## src/design/dgsp_pkg.sv

```systemverilog
// ============================================================================
// dgsp_pkg - shared types and constants of the shortest path unit
// Field widths, request codes, sequencer states and inter-module structs.
// ============================================================================
`timescale 1ns / 1ps
`default_nettype none

package dgsp_pkg;

    // Payload field widths
    localparam int NODE_FIELD_BITS   = 6;
    localparam int WEIGHT_FIELD_BITS = 16;
    localparam int DIST_BITS         = 22;

    // Route output limit and distance saturation point
    localparam int MAX_RESULTS = 64;
    localparam logic [DIST_BITS-1:0] DIST_MAX = '1;

    // Request codes
    localparam logic CMD_WRITE = 1'b0;

    // Sequencer states
    typedef enum logic [3:0] {
        ST_CLEAR,
        ST_IDLE,
        ST_INIT,
        ST_SCAN,
        ST_DECIDE,
        ST_RELAX,
        ST_PROBE,
        ST_WALK,
        ST_EMIT_RD,
        ST_EMIT_LD,
        ST_NONE
    } dgsp_state_t;

    // Minimum scan control
    typedef struct packed {
        logic clear;
        logic sample;
    } scan_ctrl_t;

    // Relaxation decision for one neighbor
    typedef struct packed {
        logic                 update;
        logic [DIST_BITS-1:0] new_dist;
    } relax_res_t;

endpackage

`default_nettype wire

```

## src/design/dgsp_relax.sv

```systemverilog
// ============================================================================
// dgsp_relax - edge relaxation for one neighbor
// Saturating path sum and strict-improvement test against the stored distance.
// ============================================================================
`timescale 1ns / 1ps
`default_nettype none

module dgsp_relax
    import dgsp_pkg::*;
#(
    parameter int WEIGHT_BITS = 16
) (
    input  wire logic [DIST_BITS-1:0]   dist_u,
    input  wire logic [WEIGHT_BITS-1:0] weight,
    input  wire logic                   nb_reached,
    input  wire logic                   nb_done,
    input  wire logic [DIST_BITS-1:0]   nb_dist,
    input  wire logic                   skip,
    output relax_res_t                  res
);

    localparam int SUM_BITS = ((WEIGHT_BITS > DIST_BITS) ? WEIGHT_BITS : DIST_BITS) + 1;
    localparam logic [WEIGHT_BITS-1:0] NO_LINK = '1;

    logic [SUM_BITS-1:0]  sum_wide;
    logic [DIST_BITS-1:0] sum_sat;

    // saturating add
    assign sum_wide = SUM_BITS'(dist_u) + SUM_BITS'(weight);
    assign sum_sat  = (sum_wide > SUM_BITS'(DIST_MAX)) ? DIST_MAX : sum_wide[DIST_BITS-1:0];

    // update only on first reach or strict improvement
    assign res.update   = !skip && !nb_done && (weight != NO_LINK) &&
                          (!nb_reached || (sum_sat < nb_dist));
    assign res.new_dist = sum_sat;

endmodule

`default_nettype wire

```

## config.mk

```make
export PLATFORM = sky130hd
export DESIGN_NAME = dgsp_relax
export DESIGN_NICKNAME = d
export VERILOG_FILES = /design/src/design/dgsp_pkg.sv /design/src/design/dgsp_relax.sv
export SDC_FILE = /design/constraint.sdc
export NUM_CORES = 1
export LEC_CHECK = 0
export ABC_CLOCK_PERIOD_IN_PS = 3400
export BUFFER_PORTS_ARGS = -buffer_cell sky130_fd_sc_hd__buf_2
export CAP_MARGIN = 10
export CELL_PAD_IN_SITES_DETAIL_PLACEMENT = 0
export CELL_PAD_IN_SITES_GLOBAL_PLACEMENT = 1
export CORE_MARGIN = 1
export CORE_UTILIZATION = 29
export DETAILED_ROUTE_END_ITERATION = 6
export PLACE_DENSITY = 0.83
export RECOVER_POWER = 50
export SYNTH_ARGS = -nofsm -noshare
export SYNTH_HDL_FRONTEND = slang
export SYNTH_SLANG_ARGS = --single-unit
```

## constraint.sdc

```tcl
create_clock -name vclk -period 3.4
set_input_delay 0.34 -clock vclk [all_inputs]
set_output_delay 0.34 -clock vclk [all_outputs]
set_load 0.1 [all_outputs]
```

* Yosys cells after proc, flatten, opt, wreduce, memory -nomap -nowiden
Index checks and enable logic that the tools add are counted.
** Word-level totals
- Register bits :: 0
- Input bits :: 63
- Output and inout bits :: 23
- Word-level logic and storage cells :: 12
** Operators by class
- $add $sub $neg :: 1
- Magnitude comparators :: 2
- Equal/unequal tests :: 1
- Muxes and demuxes :: 1
- Reduce and logical (&&, ||, !) cells :: 7
** Operators with widths (number)
- $add 22x16->23 :: 1
- $gt 23x22->1 const B :: 1
- $lt 22x22->1 :: 1
- $mux 22 :: 1
- $ne 16x16->1 const B :: 1
- $logic_and 1x1->1 :: 3
- $logic_not 1->1 :: 3
- $logic_or 1x1->1 :: 1

* Logic depth before layout (Yosys ltp)
- Depth in word-level cells :: 6
- Mapped depth :: 16
- Depth with buffers taken out :: 15

* Worst setup path before layout
OpenSTA, ideal clock, no wires.
- Path kind :: input to output
- From :: in dist_u[0]
- To :: out res[22] (netlist name)
- Data arrival time :: 6.288 ns
- Required time :: 3.060 ns
- Path slack :: -3.228 ns
- Stages on the path :: 15
- Path buffers :: 0
- Cell sequence :: ha_1 > fa_1 > a211oi_1 > o21ai_0 > nand2_1 > o311ai_4 > and3_2 > a31oi_1 > ha_1 > a21o_1 > a2111oi_0 > nand2_1 > a21oi_1 > a31oi_1 > a21oi_1
** RTL lines
- start: declaration :: RTL line dgsp_relax.sv:13 : input wire logic [DIST_BITS-1:0] dist_u,
- end: declaration :: RTL line dgsp_relax.sv:19 : output relax_res_t res

==> impl_metrics.py <==
metrics = {
    "sta": {
        "slew_viol_final": 0,
        "hold_viol": 0,
        "fin_ws_ns": -0.479,
        "fin_tns_setup_ns": -0.479,
        "worst_slew_pin_slew_ns": 0.515,
        "setup_viol": 1,
        "post-route-period-util": 1.14,
        "slew_headroom": 0.652,
        "fin_crit_ns": 3.88,
        "grt_setup_unrepaired": "true",
        "holdWs_ns": 1.16,
        "fmax_ghz": 0.258,
    },
    "critical_path": {
        "crit_fanout": 6,
        "cp.buffers_inverters": 4,
        "crit_path_end": "res[22]",
        "worstSetupPathDepth": 19,
        "crit_start": "weight[0]",
        "slowest_delay_ns": 0.36,
        "critical_path_class": "input pin to output pin",
        "worstPathArrival_ns": 3.54,
        "cp_slowest_cell": "fa_2",
        "path_delay_family": "compound AO/OA/AOI/OAI gates",
        "path_cells": "buf_8 -> ha_4 -> fa_2 -> a211oi_4 -> o21ai_2 -> nand2_2 -> o311ai_4 -> nand2_2 -> buf_6 -> buf_12 -> nand2_4 -> ha_1 -> a21oi_2 -> o21ai_1 -> a221o_1 -> nand3_2 -> a31oi_4 -> a21oi_4 -> buf_12",
        "worst_ep_required_time_ns": 3.06,
        "endpoint_kind": "output pin",
        "start_kind": "input pin",
    },
    "power_and_ir_drop": {
        "peakVddDrop_mv": 0.184,
        "power.density_mw_per_mm2": 341,
        "leakage_nw": 1.81,
    },
    "finish": {
        "fillers": 428,
        "area_growth_pct": 125,
        "final_nets": 525,
        "final-seq-area_um2": 0,
        "n_clock_buffer": 0,
        "drive_gt1_frac": 0.600,
        "seq_cell_count": 0,
        "num_antenna_cells": 0,
        "finalNonFillerCells": 494,
        "multi_input_area_mm2": 0.00201,
    },
    "hold_path": {
        "min_path_type": "input pin to output pin",
        "min_from": "nb_dist[0]",
        "hold_path_depth": 5,
    },
    "yosys": {
        "synth_compound_area_frac": 0.278,
        "avgSynthCellArea_um2": 6.83,
        "postSynthCellCount": 243,
        "synthesis.nets": 344,
        "synthSimpleGateAreaFrac": 0.265,
        "yosys_warnings": 0,
        "synth_top_family_by_area": "adder cells",
        "synth-seq-area-share": 0,
        "ys_types": 45,
        "yosys.area_share.adder": 0.291,
        "synth_area_mm2": 0.00166,
        "synth_mux_area_frac": 0.0128,
        "synth_xor_area_frac": 0.0739,
    },
    "floorplanning": {
        "dieArea_mm2": 0.00603,
        "start_util": 0.301,
        "ios": 86,
        "die_y_um": 77.6,
        "chipWidth_um": 77.6,
        "coreArea_mm2": 0.00551,
        "floorplan.rows": 27,
    },
    "detailed_routing": {
        "drtPass1Iterations": 4,
        "route.detailed.drc": 0,
        "vias": 2520,
        "drtIter0Drc": 70,
        "wire_per_inst_um": 14.0,
        "ant_nets": 0,
        "vias_per_cell": 5.10,
        "drt-total-wl_um": 6940,
    },
    "grt": {
        "grt_pass1_vias": 2443,
        "grt-ovfl-total": 0,
        "grtUsageTotal": 0.212,
        "grt_max_degree": 7,
        "antenna_found_initial": 0,
        "grt_pass1_wl_um": 10600,
    },
    "clocking": {
        "hold_buffers": 0,
    },
    "place": {
        "hpwlAfterDp_um": 5450,
        "place_inst": 481,
        "dp_slack_ns": -0.549,
        "routabilityCongestion": 0.924,
        "portBuffers": 86,
    },
    "job": {
        "max-cap-violations": 0,
    },
    "status": {
        "violations": "setup timing",
        "outcome": "finished, violations left",
    },
}
==> metrics by stage <==
step	util	total power, W	cell area (um^2)
final	0.677	0.00127	3730
after global routing	0.677	0.00134	3730
after CTS	0.646	0.00121	3560
after detailed placement	0.602	0.00117	3320
after global placement	0.602	0.00116	3320
after floorplan	-	0.000687	1900
==> cell usage after synthesis, types with 5 or more instances <==
| master | n | area (um^2) |
|---|---|---|
| a21o_1 | 5 | 37.5 |
| nand4_1 | 10 | 62.6 |
| nand3_1 | 6 | 30.0 |
| o21ai_0 | 13 | 65.1 |
| nand2_1 | 36 | 135 |
| nor2_1 | 14 | 52.6 |
| inv_1 | 25 | 93.8 |
| a21oi_1 | 23 | 115 |
| xnor2_1 | 10 | 87.6 |
| a31oi_1 | 5 | 31.3 |
| ha_1 | 37 | 463 |
| and3_1 | 6 | 37.5 |
==> worst min-delay path by stage <==
stage	to
CTS	res[22]
global route	res[22]
finish	res[22]
global placement	res[22]
detailed placement	res[22]
floorplan	res[20]
==> layer usage <==
metal | GRT usage | wire length (um) | vias up
met5 | 0 | 0 | -
met4 | 0.0245 | 99 | 0
met3 | 0.00471 | 308 | 11
met2 | 0.421 | 3710 | 85
met1 | 0.256 | 2820 | 1166
li1 | - | - | 1258
==> cells in the final DEF, fill, tap and decap left out, types with 3 or more instances in the layout <==
cell type | Yosys | layout
o211ai_1 | 4 | 4
buf_6 | 0 | 10
inv_1 | 25 | 25
xor2_1 | 4 | 4
buf_12 | 0 | 21
xnor2_1 | 10 | 10
o21ai_0 | 13 | 4
nor2_1 | 14 | 12
nand2_1 | 36 | 22
buf_4 | 0 | 92
a21oi_1 | 23 | 16
and3_1 | 6 | 5
ha_1 | 37 | 21
buf_2 | 2 | 59
nand3_1 | 6 | 5
a21o_1 | 5 | 5
nand4_1 | 10 | 10
a31oi_4 | 0 | 3
nand2_2 | 1 | 7
o21ai_2 | 1 | 5
ha_4 | 0 | 15
a21oi_2 | 0 | 5
nand2_4 | 0 | 8
and3_4 | 0 | 3
o21ai_1 | 0 | 4
==> cell type report <==
type | count | share of cell area
Multi-Input combinational cell | 214 | 0.539
Tap cell | 72 | 0.0242
Timing Repair Buffer | 183 | 0.412
Inverter | 25 | 0.0252
==> repair_timing <==
action | CTS | global route
resized for setup | 31 | 27
buffers inserted | 9 | 4
gates cloned | 1 | 0
pin swaps | 23 | 21
endpoints found under the setup margin | 1 | 1
==> kinds of logic (layout without fill, tap and decap cells) <==
| kind of cell | count (synthesis) | in the layout |
|---|---|---|
| buffers and inverters | 29 | 208 |
| AOI/OAI and AO/OA | 70 | 70 |
| muxes | 2 | 2 |
| and+or+nand+nor | 90 | 90 |
| xor gates and xnor gates | 14 | 14 |
| adders and majority gates | 38 | 38 |
==> power by group <==
part	leakage (nW)	switching, W	internal (W)	total (W)
Combinational	1.81	0.000721	0.000550	0.00127
Clock	0	0	0	0
Sequential	0	0	0	0
(Power assumes the default switching activity.)
