--- config.mk ---
export PLATFORM = sky130hd
export DESIGN_NAME = dgsp_min_scan
export DESIGN_NICKNAME = d
export VERILOG_FILES = /design/src/design/dgsp_pkg.sv /design/src/design/dgsp_min_scan.sv
export SDC_FILE = /design/constraint.sdc
export NUM_CORES = 1
export LEC_CHECK = 0
export BUFFER_PORTS_ARGS = -buffer_cell sky130_fd_sc_hd__clkbuf_2
export CAP_MARGIN = 5
export CELL_PAD_IN_SITES_DETAIL_PLACEMENT = 1
export CELL_PAD_IN_SITES_GLOBAL_PLACEMENT = 2
export CORE_UTILIZATION = 28
export DETAILED_ROUTE_END_ITERATION = 6
export GPL_TIMING_DRIVEN = 0
export HOLD_SLACK_MARGIN = 0.12
export MAX_ROUTING_LAYER = met4
export PLACE_DENSITY = 0.88
export SLEW_MARGIN = 10
export SYNTH_ARGS = -nofsm -noshare
export SYNTH_HDL_FRONTEND = slang
export SYNTH_SLANG_ARGS = --single-unit
--- constraint.sdc ---
create_clock -name clk -period 3.49 [get_ports clk]
set_clock_uncertainty 0.2 [all_clocks]
set_input_delay 0.5235 -clock clk [delete_from_list [all_inputs] [get_ports clk]]
set_output_delay 0.5235 -clock clk [all_outputs]
set_load 0.005 [all_outputs]
--- src/design/dgsp_pkg.sv ---
// ============================================================================
// dgsp_pkg - shared types and constants of the shortest path unit
// Field widths, request codes, sequencer states and inter-module structs.
// ============================================================================
`timescale 1ns / 1ps
`default_nettype none

package dgsp_pkg;

    // Payload field widths
    localparam int NODE_FIELD_BITS   = 6;
    localparam int WEIGHT_FIELD_BITS = 16;
    localparam int DIST_BITS         = 22;

    // Route output limit and distance saturation point
    localparam int MAX_RESULTS = 64;
    localparam logic [DIST_BITS-1:0] DIST_MAX = '1;

    // Request codes
    localparam logic CMD_WRITE = 1'b0;

    // Sequencer states
    typedef enum logic [3:0] {
        ST_CLEAR,
        ST_IDLE,
        ST_INIT,
        ST_SCAN,
        ST_DECIDE,
        ST_RELAX,
        ST_PROBE,
        ST_WALK,
        ST_EMIT_RD,
        ST_EMIT_LD,
        ST_NONE
    } dgsp_state_t;

    // Minimum scan control
    typedef struct packed {
        logic clear;
        logic sample;
    } scan_ctrl_t;

    // Relaxation decision for one neighbor
    typedef struct packed {
        logic                 update;
        logic [DIST_BITS-1:0] new_dist;
    } relax_res_t;

endpackage

`default_nettype wire

--- src/design/dgsp_min_scan.sv ---
// ============================================================================
// dgsp_min_scan - running minimum over the node sweep
// Keeps the unvisited reached node of smallest distance, lowest index on ties.
// ============================================================================
`timescale 1ns / 1ps
`default_nettype none

module dgsp_min_scan
    import dgsp_pkg::*;
#(
    parameter int NODE_BITS = 6
) (
    input  wire logic                 clk,
    input  wire logic                 rst_n,
    input  wire scan_ctrl_t           ctrl,
    input  wire logic [NODE_BITS-1:0] cand_idx,
    input  wire logic                 cand_reached,
    input  wire logic                 cand_done,
    input  wire logic [DIST_BITS-1:0] cand_dist,
    input  wire logic [NODE_BITS-1:0] cand_pred,
    output logic                      found,
    output logic      [DIST_BITS-1:0] best_dist,
    output logic      [NODE_BITS-1:0] best_idx,
    output logic      [NODE_BITS-1:0] best_pred
);

    logic                 found_reg;
    logic [DIST_BITS-1:0] best_reg;
    logic [NODE_BITS-1:0] idx_reg;
    logic [NODE_BITS-1:0] pred_reg;
    logic                 take;

    // strict compare keeps the earliest index on a tie
    assign take = ctrl.sample && cand_reached && !cand_done &&
                  (!found_reg || (cand_dist < best_reg));

    always_ff @(posedge clk or negedge rst_n)
    begin
        if (!rst_n)
        begin
            found_reg <= 1'b0;
        end
        else if (ctrl.clear)
        begin
            found_reg <= 1'b0;
        end
        else if (take)
        begin
            found_reg <= 1'b1;
        end
    end

    always_ff @(posedge clk)
    begin
        if (take)
        begin
            best_reg <= cand_dist;
            idx_reg  <= cand_idx;
            pred_reg <= cand_pred;
        end
    end

    assign found     = found_reg;
    assign best_dist = best_reg;
    assign best_idx  = idx_reg;
    assign best_pred = pred_reg;

endmodule

`default_nettype wire

== After elaboration in Yosys (flattened, before gate mapping) ==
Cells that the tools add are included.
Operators by class
  order comparisons: 1
  muxes and demuxes: 2
  reduce and logical (&&, ||, !) cells: 7
Operators by type and width (number)
  22-bit less-than comparator: 1
  1-bit logical AND: 3
  1-bit logical NOT: 2
  1-bit two-way mux: 2
  2-bit nonzero test: 1
  1-bit logical OR: 1
Word-level totals
  register bits: 35
  input port bits: 40
  output and inout bits: 35
  logic and storage cells: 14

== Depth between registers and ports, before layout ==
  depth after elaboration: 5
  mapped depth: 7
  depth with buffers taken out: 7

== Worst setup path before layout ==
OpenSTA, ideal clock, no wires.
  path type: input-to-reg
  start: input cand_dist[3]
  end: register best_reg[0], in the netlist best_dist[0], enable pin
  setup time: 0.397 ns
  arrival time: 2.306 ns
  setup slack: 0.587 ns
  cell stages on the path: 6
  path buffers: 0
  path through: ha_1 a21o_1 a211oi_1 o21ai_1 a21oi_1 o41a_1
On the way
  word-level cells in the longest chain between the ends: 3
RTL lines
  from (decl): RTL line dgsp_min_scan.sv:19  | input wire logic [DIST_BITS-1:0] cand_dist,
  22-bit less-than comparator: RTL line dgsp_min_scan.sv:35  | (!found_reg || (cand_dist < best_reg));
  1-bit logical OR: RTL line dgsp_min_scan.sv:35
  1-bit logical AND: RTL line dgsp_min_scan.sv:34  | assign take = ctrl.sample && cand_reached && !cand_done &&
  net take: RTL line dgsp_min_scan.sv:31  | logic take;
  to (signal assigned): RTL line dgsp_min_scan.sv:57  | best_reg <= cand_dist;
  to (decl): RTL line dgsp_min_scan.sv:28  | logic [DIST_BITS-1:0] best_reg;
The timed path passes the listed nets, and every way through them passes these cells.
A chain may end at the register's enable or synchronous reset.

== Final worst setup path ==
  start: register best_reg[3], in the netlist best_dist[3]
  end: register best_reg[9], in the netlist best_dist[9], enable pin
On the way
  word-level cells in the longest chain between the ends: 3
RTL lines (RTL line)
  22-bit less-than comparator: dgsp_min_scan.sv:35
  1-bit logical OR: dgsp_min_scan.sv:35
  1-bit logical AND: dgsp_min_scan.sv:34
  net take: dgsp_min_scan.sv:31
The timed path passes the listed nets, and every way through them passes these cells.

==> metrics.yaml <==
status: "completed"
fin_crit_ns: 2.65
overflow: 0
cts-root-buf: "clkbuf_8"
syn-num-nets: 173
die_w_um: 77.3
num_vias: 1157
ctsResizeCount: 0
synth_area_per_cell_sq_um: 14.2
initial_core_util_pct: 29.0
rows: 27
post_cts_buffers: 0
ant_nets: 0
dp_cells: 258
tns_ns: 0
synthDistinctLibCells: 20
netlist.area_leader.share_pct: 64.3
finalCritPeriodShare_pct: 75.8
met1_usage_pct: 14.3
hold_viol_final: 0
drtIter0Drc: 43
numCtsBuffers: 5
yosysTopAreaCell: "edfxtp_1"
critPathLaunchType: "flop"
rsz0062_at_grt: "no"
slew_viol_final: 0
crit_chain: "inv_1 -> ha_1 -> a21o_1 -> a211oi_1 -> o21ai_1 -> a21oi_1 -> o41a_2"
crit_type: "reg -> reg"
cap_violations: 0
fmax_ghz: 0.378
synth_area_sq_um: 1590
hp-class: "in -> reg"
largest_register_ffs: 22
clk_pin_slew_ns: 0.07
clk_path_buf_depth: 2
ff_latch_area_sq_um: 1050
multi_input_area_sq_um: 464
grt_pass1_vias: 1188
crit_buf_inv: 1
diodes: 0
pin_count: 75
leakage_uw: 0.00103
grt_pass1_wl_um: 5490
drive_above_1_share_pct: 43.1
routedWlPerCell_um: 13.2
fillers: 645
fin_nets: 255
cts_tree: "yes"
route.detailed.drc: 0
clkLatencyLatePin_ns: 0.28
ys_top_cells_by_area: "edfxtp_1 64%, ha_1 17%, inv_1 5.0%"
grt_max_degree: 35
yosysSeqAreaShare_pct: 65.9
hold_buffers: 1
ir_drop_uv: 147
ys_ff_latch: 35
worstMarginPinSlew_ns: 0.831
reg2reg_slack_ns: 0.84
die_h_um: 77.3
gp_congestion: 0.704
htreeDepth: 2
maxSlewHeadroom_pct: 44.6
area_growth_pct: 36.8
worstPathRequired_ns: 3.20
yosysWarnings: 0
antenna_found_initial: 0
r2r-start: "best_dist[3]"
whs_path_depth: 2
drt_first_pass_iters: 4
holdPathEnd: "found"
gr-usage-met2_pct: 21.0
setup_viol: 0
cp_slowest_cell: "o41a_2"
vias_per_cell: 4.33
arrival_ns: 2.36
fp.dieArea_sq_um: 5980
coreArea_sq_um: 5470
clock-sinks: 35
r2r_end: "best_dist[9]"
crit_fanout: 34
p_per_area_nw_per_um2: 429
rr_worst_depth: 7
grt-busiest-layer: "met2"
min-delay-start: "ctrl[1]"
grt_usage_pct: 12.7
crit_family: "compound AO/OA/AOI/OAI gates"
synth_cells: 112
endpoint_kind: "flop"
hpwl_um: 2710
routed_wl_um: 3510
portBuffers: 74
slowest_delay_ns: 0.72
holdWs_ns: 0.184
use_met3_pct: 4.40
stdcell_count: 267
## final cells by class
class,instances,share of cell area (%)
clock buffers,5,3.17
well taps,72,4.15
multi-input cells,56,21.4
repair buffers,75,17.5
flip-flops and latches,35,48.2
inverters,21,3.63
clock inverters,3,2.02
## report_power, final
group          switching, uW  total (uW)  internal [uW]
Combinational           43.3        85.2           41.9
Sequential              5.22         481            476
Clock                    152         365            213
Total                    201         931            730
## layout by cell type, fill, tap and decap left out, types with 2 or more instances in the layout
| cell | n |
|---|---|
| nand2_1 | 5 |
| nand4_1 | 2 |
| ha_1 | 21 |
| nor2_1 | 4 |
| o211ai_1 | 2 |
| clkbuf_8 | 5 |
| a21oi_1 | 9 |
| clkbuf_2 | 74 |
| nand3_1 | 3 |
| inv_1 | 21 |
| edfxtp_1 | 34 |
## kinds of logic (layout without fill, tap and decap cells)
| group | Yosys count | in the layout | share of synthesized area (%) |
|---|---|---|---|
| AO/OA/AOI/OAI | 19 | 19 | 8.04 |
| AND/OR/NAND/NOR | 16 | 16 | 4.57 |
| adder cells (fa/ha/maj) | 21 | 21 | 16.5 |
| flip-flops | 35 | 35 | 65.9 |
| buffers and inverters | 21 | 104 | 4.96 |
## through the flow
step,utilization [%],setup slack [ns],instance area [sq um],total power [uW]
floorplan,-,0.587,1590,528
global placement,37.4,-0.102,2050,573
detailed placement,37.4,0.560,2050,576
CTS,39.7,0.782,2170,948
global route,39.7,0.581,2170,973
finish,39.7,0.844,2170,931
## per-layer routing
layer	vias to the layer above	share of wire, %
li1	571	-
met1	541	41
met2	41	53
met3	4	5.9
met4	0	0.68
met5	-	0
## how the worst max path moves through the flow
stage,from,slack [ns],end,cells after the start
4_1_cts,best_dist[3],0.78,best_dist[7],7
3_5_place_dp,cand_dist[3],0.56,best_dist[12],7
2_1_floorplan,cand_dist[3],0.59,best_dist[0],6
5_1_grt,best_dist[3],0.58,best_idx[1],7
3_3_place_gp,cand_dist[3],-0.10,best_idx[2],7
6_report,best_dist[3],0.84,best_dist[9],7
## Yosys cell counts
cell type  number
a211oi_1        1
a21o_1          1
a21oi_1         9
a221oi_1        1
dfrtp_1         1
edfxtp_1       34
ha_1           21
inv_1          21
nand2_1         5
nand2b_1        1
nand3_1         3
nand4_1         2
nor2_1          4
nor3_1          1
o211ai_1        2
o21a_1          1
o21ai_0         1
o21ai_1         1
o221ai_2        1
o41a_1          1
## worst register-to-register path: cells and delay by family, from the launching register on
kind	cells	cell delay (ns)
compound gates	5	1.37
fa+ha+maj	1	0.24
buf+inv	1	0.07
flops	1	0.39
Power figures use the tool's default switching activity.
