**src/design/dgsp_ram.sv**
```systemverilog
// ============================================================================
// dgsp_ram - generic simple dual-port RAM
// One write port, one read port with read enable and registered read data.
// ============================================================================
`timescale 1ns / 1ps
`default_nettype none

module dgsp_ram #(
    parameter int WIDTH = 8,
    parameter int DEPTH = 64
) (
    input  wire logic                     clk,
    input  wire logic                     we,
    input  wire logic [$clog2(DEPTH)-1:0] waddr,
    input  wire logic [WIDTH-1:0]         wdata,
    input  wire logic                     re,
    input  wire logic [$clog2(DEPTH)-1:0] raddr,
    output logic      [WIDTH-1:0]         rdata
);

    logic [WIDTH-1:0] mem_reg [DEPTH];
    logic [WIDTH-1:0] rdata_reg;

    // write port
    always_ff @(posedge clk)
    begin
        if (we)
        begin
            mem_reg[waddr] <= wdata;
        end
    end

    // read port, data held while not enabled
    always_ff @(posedge clk)
    begin
        if (re)
        begin
            rdata_reg <= mem_reg[raddr];
        end
    end

    assign rdata = rdata_reg;

endmodule

`default_nettype wire

```
**config.mk**
```make
export PLATFORM = sky130hd
export DESIGN_NAME = dgsp_ram
export DESIGN_NICKNAME = d
export VERILOG_FILES = /design/src/design/dgsp_ram.sv
export SDC_FILE = /design/constraint.sdc
export NUM_CORES = 1
export LEC_CHECK = 0
export BUFFER_PORTS_ARGS = -buffer_cell sky130_fd_sc_hd__buf_2
export CAP_MARGIN = 20
export CORE_ASPECT_RATIO = 1.2
export CORE_MARGIN = 3
export CORE_UTILIZATION = 60
export CTS_CLUSTER_DIAMETER = 30
export CTS_CLUSTER_SIZE = 25
export DETAILED_ROUTE_END_ITERATION = 6
export GPL_TIMING_DRIVEN = 0
export PLACE_DENSITY_LB_ADDON = 0.15
export SLEW_MARGIN = 20
export SYNTH_ARGS = -nofsm -noshare
export SYNTH_HDL_FRONTEND = slang
export SYNTH_SLANG_ARGS = --single-unit
```
**constraint.sdc**
```tcl
create_clock -name clk -period 4.35 [get_ports clk]
set_clock_uncertainty 0.15 [all_clocks]
set_input_delay 0.6525 -clock clk [delete_from_list [all_inputs] [get_ports clk]]
set_output_delay 0.6525 -clock clk [all_outputs]
set_load 0.02 [all_outputs]
```
Word-level counts from Yosys, hierarchy flattened
Memory sizes are Yosys's and may differ from the RTL's. A register that Yosys moved wholly into a read port is not among the register bits. Cells that the tools add are included.

ROM bits: 0. Bits in writable memories: 512. Bits in latches: 0. Flip-flop bits (word level): 0. Memories kept: 1.

Order comparisons: 0. Equality and inequality tests: 0. Reductions and logical operators: 0. Bitwise operators: 0. Divide/modulo/power cells: 0. $add $sub $neg: 0. Multiply operators: 0. Shifts and indexed selects: 0. Muxes and demuxes: 2.

Memory list: mem_reg (depth 64, width 8, rd ports 1, clocked after memory_dff 1, write ports 1, RTL line 21) `logic [WIDTH-1:0] mem_reg [DEPTH];`.

Operators with widths (count): 1-bit 2-to-1 mux (2).

Depth between registers and ports, before layout
Gate-level depths: netlist (run 1).

Word-level depth: 2. Mapped depth: 9. Depth with buffers taken out: 5.

Worst setup path before layout (run 1)
OpenSTA, ideal clock, no wires.

Path type: input to register. From: input raddr[1]. To: register rdata_reg[3] (netlist: rdata[3]) (read register of mem_reg), data pin. Setup slack: 1741 ps. Buffers on the path: 3. Cell stages on the path: 7. Data arrival time: 2192 ps. Setup time: 266 ps. Cell sequence: buf_4 buf_2 buf_2 mux4_2 mux4_2 o21ai_1 o41ai_1.

RTL lines: start, declared (RTL line 17) `input wire logic [$clog2(DEPTH)-1:0] raddr,`; end, declared (RTL line 22) `logic [WIDTH-1:0] rdata_reg;`.

==> results of run 1 <==
[worst register-to-register path, stage by stage (launching register included)]
cell and delay [ps]:
edfxtp_1 360, mux4_2 490, mux2_2 300, o221a_2 280, nor3_1 390, o32ai_1 220
[synthesized netlist by cell type]
cell type / n / area (um^2)
o21ai_1: 2 / 10.0
o32ai_1: 2 / 17.5
a221oi_1: 6 / 52.6
edfxtp_1: 520 / 15600
nand2b_1: 7 / 43.8
o22ai_1: 8 / 50.1
o311ai_1: 1 / 8.76
mux2i_1: 23 / 230
nand3_1: 13 / 65.1
a211oi_1: 4 / 30.0
a2111oi_0: 2 / 17.5
nand4b_1: 1 / 8.76
clkbuf_1: 17 / 63.8
a22oi_1: 3 / 22.5
o21ai_0: 2 / 10.0
buf_2: 11 / 55.1
nor3_1: 7 / 35.0
buf_6: 4 / 45.0
buf_4: 13 / 97.6
and2_1: 1 / 6.26
o221ai_1: 8 / 70.1
buf_12: 2 / 40.0
nor4_1: 2 / 12.5
o41ai_1: 2 / 17.5
a21oi_1: 3 / 15.0
mux4_2: 126 / 2840
o21a_1: 2 / 15.0
nor2_1: 83 / 312
nor2b_1: 14 / 87.6
nand2_1: 19 / 71.3
o2111ai_1: 3 / 26.3
o221a_2: 2 / 22.5
a31oi_1: 1 / 6.26
nand4_1: 2 / 12.5
buf_1: 4 / 15.0
o2bb2ai_1: 3 / 26.3
mux2_2: 13 / 146
or3_1: 1 / 6.26
nand3b_1: 3 / 22.5
[through the flow]
stage               std cells  setup WS [ps]  total power [mW]  hold slack [ps]  cell area (um^2)
finish                   1541           1070              12.0              257             23400
global placement         1412            687              6.21              834             20900
detailed placement       1412            609              6.22              842             20900
CTS                      1541           1160              12.0              246             23300
global route             1541           1100              12.3              277             23400
floorplan                 940           1740              5.98              601             20200
[power groups by stage]
stage               combinational (mW)  clock [mW]  sequential, mW
floorplan                        0.296           0            5.68
finish                           0.555        5.86            5.57
detailed placement               0.545           0            5.67
global placement                 0.534           0            5.67
CTS                              0.549        5.91            5.58
global route                     0.579        6.12            5.57
[routing by layer]
metal / track usage / share of wire / vias to the layer above
li1: - / - / 4156
met1: 0.381 / 0.38 / 5392
met2: 0.424 / 0.49 / 598
met3: 0.0675 / 0.098 / 116
met4: 0.0993 / 0.035 / 2
met5: 0 / 0.00027 / -
[cells by family after synthesis]
kind of cell	after synthesis	synth area share
AND/OR/NAND/NOR	153	0.0337
multiplexers	162	0.159
buffers and inverters	51	0.0156
AO/OA/AOI/OAI	54	0.0206
flip-flops	520	0.771
[final timing paths]
path	startpoint	to	slack, ps	depth (start not counted)
min	re	rdata[7]$_DFFE_PP_	260	1
max reg2reg	mem_reg[21][4]$_DFFE_PP_	rdata[4]$_DFFE_PP_	1870	5
max	raddr[1]	rdata[4]$_DFFE_PP_	1070	8
min reg2reg	mem_reg[30][2]$_DFFE_PP_	rdata[2]$_DFFE_PP_	920	4
[layout make-up]
cell class	count	area share
plain buffers	51	0.0136
clock buffers	88	0.0806
clock inverters	41	0.0222
multi-input cells	369	0.185
flip-flops and latches	520	0.669
well taps	450	0.0241
repair buffers	22	0.00557
==> impl_metrics.json, run 1 <==
{
  "die_x_um": 174,
  "hold_class": "in2reg",
  "diodes": 0,
  "cts_hold_buf": 0,
  "slowest_delay_ps": 810,
  "grt_use_total": 0.271,
  "synthToLayoutAreaGrowth_pct": 15.3,
  "critPathTopFamily": "buffers and inverters",
  "drt-total-wl_mm": 47.7,
  "crit_fanout": 10,
  "swShare": 0.208,
  "syn_area_mm2": 0.0202,
  "layout_common_cells": "edfxtp_1, mux4_2, nor2_1, clkbuf_16, clkbuf_1",
  "comb_power_share": 0.046,
  "cts_buffer_depth": 3,
  "multi_input_area_mm2": 0.00433,
  "powerDensity_mw_per_mm2": 513,
  "core_mm2": 0.0332,
  "crit_required_ps": 4480,
  "crit_slowest_cell": "buf_1",
  "worstSetupPathType": "in2reg",
  "first_pass_iters": 6,
  "end_kind": "flop",
  "yosysWarnings": 0,
  "cts_root_buf": "clkbuf_16",
  "power_frac_seq": 0.465,
  "outcome": "finished clean",
  "fillers": 2051,
  "cts_buffers": 72,
  "vias_per_cell": 6.66,
  "io_pins": 31,
  "crit_chain": "buf_4 > buf_2 > buf_1 > nand2_1 > o221ai_1 > nor2_1 > nor3_1 > o32ai_1",
  "power.internal_mw": 9.50,
  "seqCellArea_mm2": 0.0156,
  "start_util": 0.609,
  "utilization": 0.702,
  "crit_arrival_ps": 3410,
  "synth_cells": 940,
  "grt-ovfl-total": 0,
  "p_leak_nw": 7.40,
  "syn-num-nets": 963,
  "die_h_um": 207,
  "rsz0062_at_grt": "no",
  "setup_viol": 0,
  "drtAntennaViolNets": 0,
  "hold_viol_final": 0,
  "gp_congestion": 0.936,
  "antenna_found_initial": 2,
  "dr_total_vias": 10264,
  "vdd_drop_max_uv": 283,
  "post_cts.repair.setup_buffers": 0,
  "slew-limit-headroom": 0.317,
  "first_iter_violations": 1331,
  "h-tree-depth": 3,
  "worst_pin_slew_ps": 1020,
  "synth_cell_types": 39,
  "cts_sinks": 520,
  "cts-resized-gates": 0,
  "post-route-drc-count": 0,
  "synth-seq-cells": 520,
  "pwr-share-clk": 0.489,
  "grt_pass1_vias": 10408,
  "syn-mean-instance-area_um2": 21.5,
  "fin_crit_ps": 3280,
  "cts.clk_slew.worst_paths_ps": 50,
  "nets": 1059,
  "grt_first_pass_wirelength_mm": 70.2,
  "cts_tree": "done",
  "dpl.hpwl_mm": 28.6,
  "worstSetupStartpointType": "primary input",
  "drv_slew": 0,
  "p_switching_mw": 2.49,
  "grt_max_degree": 65,
  "max_freq_ghz": 0.305,
  "clock_latency_ps": 580,
  "largest_reg_flops": 512,
  "final_common_cell": "edfxtp_1",
  "ys_seq_area_frac": 0.771,
  "fin_tns_setup_ps": 0,
  "max-cap-violations": 0,
  "wl_per_cell_um": 31.0,
  "critPathBufInv": 3,
  "die_area_mm2": 0.0360,
  "rows": 73,
  "drive_gt1_frac": 0.276,
  "post-route-period-util": 0.754,
  "numPortBuffers": 22
}
(Power assumes the default switching activity.)
==> run 2, diff against run 1 <==
CORE_UTILIZATION = 56   (was 60)
clock period = 3 ns   (was 4.35 ns; I/O delays follow)
==> impl_metrics.json, run 2 (same netlist as run 1, synthesis figures left out) <==
{
  "antenna_found_initial": 3,
  "rows": 75,
  "die_x_um": 180,
  "cts_root_buf": "clkbuf_16",
  "crit_chain": "buf_2 > buf_4 > clkbuf_1 > buf_2 > o221ai_1 > o21a_1 > o41ai_1",
  "slew-limit-headroom": 0.380,
  "cts_buffers": 79,
  "power.internal_mw": 14.3,
  "fin_crit_ps": 2950,
  "gp_congestion": 0.927,
  "post-route-period-util": 0.983,
  "hp-start": "re",
  "worstSetupPathType": "in2reg",
  "critPathBufInv": 4,
  "p_switching_mw": 3.91,
  "outcome": "finished clean",
  "grt_max_degree": 65,
  "worstSetupStartpointType": "primary input",
  "rsz0062_at_grt": "no",
  "drtAntennaViolNets": 0,
  "post-route-drc-count": 0,
  "cts_tree": "done",
  "drt-total-wl_mm": 48.2,
  "min_to": "rdata[4]$_DFFE_PP_",
  "die_area_mm2": 0.0385,
  "critPathTopFamily": "buffers and inverters",
  "cts_buffer_depth": 3,
  "comb_power_share": 0.044,
  "drv_slew": 0,
  "cts_hold_buf": 0,
  "vias_per_cell": 6.44,
  "multi_input_area_mm2": 0.00433,
  "die_h_um": 214,
  "first_iter_violations": 1315,
  "crit_required_ps": 3140,
  "slowest_delay_ps": 620,
  "fillers": 2297,
  "reg2reg_slack_ps": 580,
  "grt_first_pass_wirelength_mm": 70.9,
  "worstReg2RegEnd": "rdata[4]$_DFFE_PP_",
  "dr_total_vias": 10105,
  "start_util": 0.574,
  "worst_pin_slew_ps": 927,
  "setup_viol": 0,
  "pwr-share-clk": 0.513,
  "first_pass_iters": 5,
  "r2r_start": "mem_reg[21][4]$_DFFE_PP_",
  "final_common_cell": "edfxtp_1",
  "cts.clk_slew.worst_paths_ps": 50,
  "core_mm2": 0.0353,
  "dpl.hpwl_mm": 29.7,
  "io_pins": 31,
  "max-cap-violations": 0,
  "clock_latency_ps": 600,
  "hold_viol_final": 0,
  "seqCellArea_mm2": 0.0156,
  "hold_depth": 1,
  "layout_common_cells": "edfxtp_1, mux4_2, nor2_1, clkbuf_16, buf_2",
  "crit_arrival_ps": 3090,
  "grt-ovfl-total": 0,
  "max_freq_ghz": 0.339,
  "post_cts.repair.setup_buffers": 0,
  "power_frac_seq": 0.443,
  "grt_pass1_vias": 10443,
  "numPortBuffers": 22,
  "wl_per_cell_um": 30.7,
  "drive_gt1_frac": 0.297,
  "synthToLayoutAreaGrowth_pct": 17.2,
  "vdd_drop_max_uv": 402,
  "cts_sinks": 520,
  "crit_slowest_cell": "clkbuf_1",
  "p_leak_nw": 7.55,
  "h-tree-depth": 3,
  "grt_use_total": 0.255,
  "swShare": 0.214,
  "powerDensity_mw_per_mm2": 768,
  "nets": 1065,
  "cp_common_cell": "buf_2",
  "largest_reg_flops": 512,
  "fin_tns_setup_ps": 0,
  "end_kind": "flop",
  "hold_ws_ps": 48.4,
  "cts-resized-gates": 0,
  "hold_class": "in2reg",
  "crit_fanout": 10,
  "reg2reg_depth": 5
}
[run 2: changes by cell type in the layout (fill, tap and decap cells not counted), sizes merged]
cell / before / now
clkinv: 19 / 23
buf: 56 / 55
diode: 0 / 3
clkinvlp: 3 / 10
inv: 8 / 13
clkbuf: 105 / 104
[run 2: how the worst max path moves through the flow]
stage,start,cells past startpoint,end
after floorplan,raddr[1],7,rdata[3]$_DFFE_PP_
after global placement,raddr[1],8,rdata[4]$_DFFE_PP_
after detailed placement,raddr[1],8,rdata[4]$_DFFE_PP_
after CTS,raddr[1],8,rdata[4]$_DFFE_PP_
after global routing,raddr[2],7,rdata[5]$_DFFE_PP_
final,raddr[2],7,rdata[3]$_DFFE_PP_
[run 2: worst register-to-register path: cells and delay by family, from the launching register on]
family,cells,cell delay [ps]
and+or+nand+nor,1,330
DFF,1,370
AOI/OAI and AO/OA,2,500
muxes,2,770
[run 2: power groups by stage]
| stage | combinational (mW) | sequential [mW] | clock (mW) |
|---|---|---|---|
| 3_5_place_dp | 0.796 | 8.23 | 0 |
| 3_3_place_gp | 0.780 | 8.22 | 0 |
| 5_1_grt | 0.841 | 8.08 | 9.80 |
| 2_1_floorplan | 0.429 | 8.24 | 0 |
| 4_1_cts | 0.798 | 8.08 | 9.44 |
| 6_report | 0.801 | 8.08 | 9.35 |
[run 2: through the flow]
step | util | setup WS (ps) | total power, mW | cell area (um^2) | cells
after floorplan | - | 594 | 8.66 | 20200 | 940
after global placement | 0.593 | -532 | 9.00 | 20900 | 1424
after global routing | 0.672 | 55.0 | 18.7 | 23700 | 1567
final | 0.672 | 52.1 | 18.2 | 23700 | 1570
after CTS | 0.672 | 57.0 | 18.3 | 23700 | 1568
after detailed placement | 0.594 | -560 | 9.03 | 20900 | 1424
[run 2: layout make-up]
| type | instances | share of cell area |
|---|---|---|
| clock inverter | 57 | 0.0297 |
| timing repair buffer | 22 | 0.00549 |
| antenna | 3 | 0.000316 |
| buffer | 50 | 0.0132 |
| multi-input combinational | 369 | 0.182 |
| clock buffer | 87 | 0.0864 |
| sequential | 520 | 0.658 |
| tap | 462 | 0.0244 |
[run 2: layer usage]
layer  share of wire  vias up  global-route usage
li1                -     4176                   -
met1            0.39     5275               0.358
met2            0.49      556               0.402
met3           0.089       96              0.0562
met4           0.031        2              0.0926
met5         0.00023        -                   0
==> run 3, diff against run 2 <==
RECOVER_POWER = 50   (was default)
==> impl_metrics.json, run 3 (same netlist as run 1, synthesis figures left out) <==
{
  "dpl.hpwl_mm": 29.7,
  "first_pass_iters": 5,
  "nets": 1065,
  "stdcell_area_mm2": 0.0237,
  "cts_root_buf": "clkbuf_16",
  "numPortBuffers": 22,
  "worst_pin_slew_ps": 1420,
  "first_iter_violations": 1329,
  "grt_use_total": 0.255,
  "post-route-drc-count": 0,
  "max-cap-violations": 0,
  "wl_per_cell_um": 30.7,
  "core_mm2": 0.0353,
  "p_leak_nw": 7.53,
  "grt_pass1_vias": 10443,
  "gp_congestion": 0.927,
  "end_kind": "flop",
  "cts-resized-gates": 0,
  "drt-total-wl_mm": 48.1,
  "clock_latency_ps": 600,
  "dp.cells": 1424,
  "grt_max_degree": 65,
  "worstSetupStartpointType": "primary input",
  "fin_crit_ps": 2950,
  "rows": 75,
  "drv_slew": 0,
  "cts_hold_buf": 0,
  "die_h_um": 214,
  "crit_arrival_ps": 3090,
  "grt-ovfl-total": 0,
  "cts_tree": "done",
  "multi_input_area_mm2": 0.00433,
  "seqCellArea_mm2": 0.0156,
  "die_x_um": 180,
  "hold_viol_final": 0,
  "cts_buffers": 79,
  "post_cts.repair.setup_buffers": 0,
  "start_util": 0.574,
  "rsz0062_at_grt": "no",
  "final_common_cell": "edfxtp_1",
  "setup_viol": 0,
  "vias_per_cell": 6.46,
  "post_dp_cell_area_mm2": 0.0209,
  "layout_common_cells": "edfxtp_1, mux4_2, nor2_1, clkbuf_16, clkbuf_1",
  "worstSetupPathType": "in2reg",
  "cts_sinks": 520,
  "cts_buffer_depth": 3,
  "fillers": 2295,
  "vdd_drop_max_uv": 402,
  "finalPower_mw": 18.2,
  "crit_required_ps": 3140,
  "fin_tns_setup_ps": 0,
  "die_area_mm2": 0.0385,
  "antenna_found_initial": 3,
  "final_cells": 1570,
  "cts.clk_slew.worst_paths_ps": 50,
  "powerDensity_mw_per_mm2": 769,
  "io_pins": 31,
  "h-tree-depth": 3,
  "dr_total_vias": 10138,
  "synthToLayoutAreaGrowth_pct": 17.0,
  "slew-limit-headroom": 0.0511,
  "largest_reg_flops": 512,
  "crit_fanout": 10,
  "hold_class": "in2reg",
  "drive_gt1_frac": 0.292,
  "grt_first_pass_wirelength_mm": 70.9,
  "drtAntennaViolNets": 0,
  "post-route-period-util": 0.983,
  "max_freq_ghz": 0.339,
  "outcome": "finished clean"
}
[run 3: path summary, 6_finish.rpt]
path	from	end	slack [ps]	depth (start not counted)
worst max-delay path	raddr[2]	rdata[3]$_DFFE_PP_	50	7
worst max register to register	mem_reg[21][4]$_DFFE_PP_	rdata[4]$_DFFE_PP_	590	5
worst min register to register	mem_reg[22][1]$_DFFE_PP_	rdata[1]$_DFFE_PP_	880	4
worst min-delay path	re	rdata[4]$_DFFE_PP_	130	1
[run 3: layer usage]
metal  track usage  share of wire  up-vias
li1              -              -     4179
met1         0.358           0.39     5268
met2         0.402           0.49      591
met3        0.0562          0.092       98
met4        0.0926          0.031        2
met5             0        0.00023        -
[run 3: layout make-up]
cell class | instances | area share
diodes | 3 | 0.000317
plain buffers | 50 | 0.0132
clock buffers | 87 | 0.0865
clock inverters | 57 | 0.0297
multi-input cells | 369 | 0.183
flip-flops and latches | 520 | 0.659
well taps | 462 | 0.0244
repair buffers | 22 | 0.00438
[run 3: report_power, final]
part | switching [mW] | internal, mW | total, mW | leakage (nW)
sequential | 0.0132 | 8.08 | 8.09 | 4.69
clock | 3.38 | 5.97 | 9.35 | 1.32
combinational | 0.517 | 0.278 | 0.795 | 1.53
[run 3: stage by stage]
stage	hold slack (ps)	util	setup WS [ps]
final	128	0.672	49.8
after global placement	632	0.593	-532
after detailed placement	646	0.594	-560
after global routing	136	0.671	55.0
after CTS	40.9	0.672	57.0
after floorplan	399	-	594
[run 3: critical path: stages]
cell and delay [ps]:
buf_2 170, buf_4 250, clkbuf_1 620, buf_2 560
o221ai_1 230, o21a_1 200, o41ai_1 600
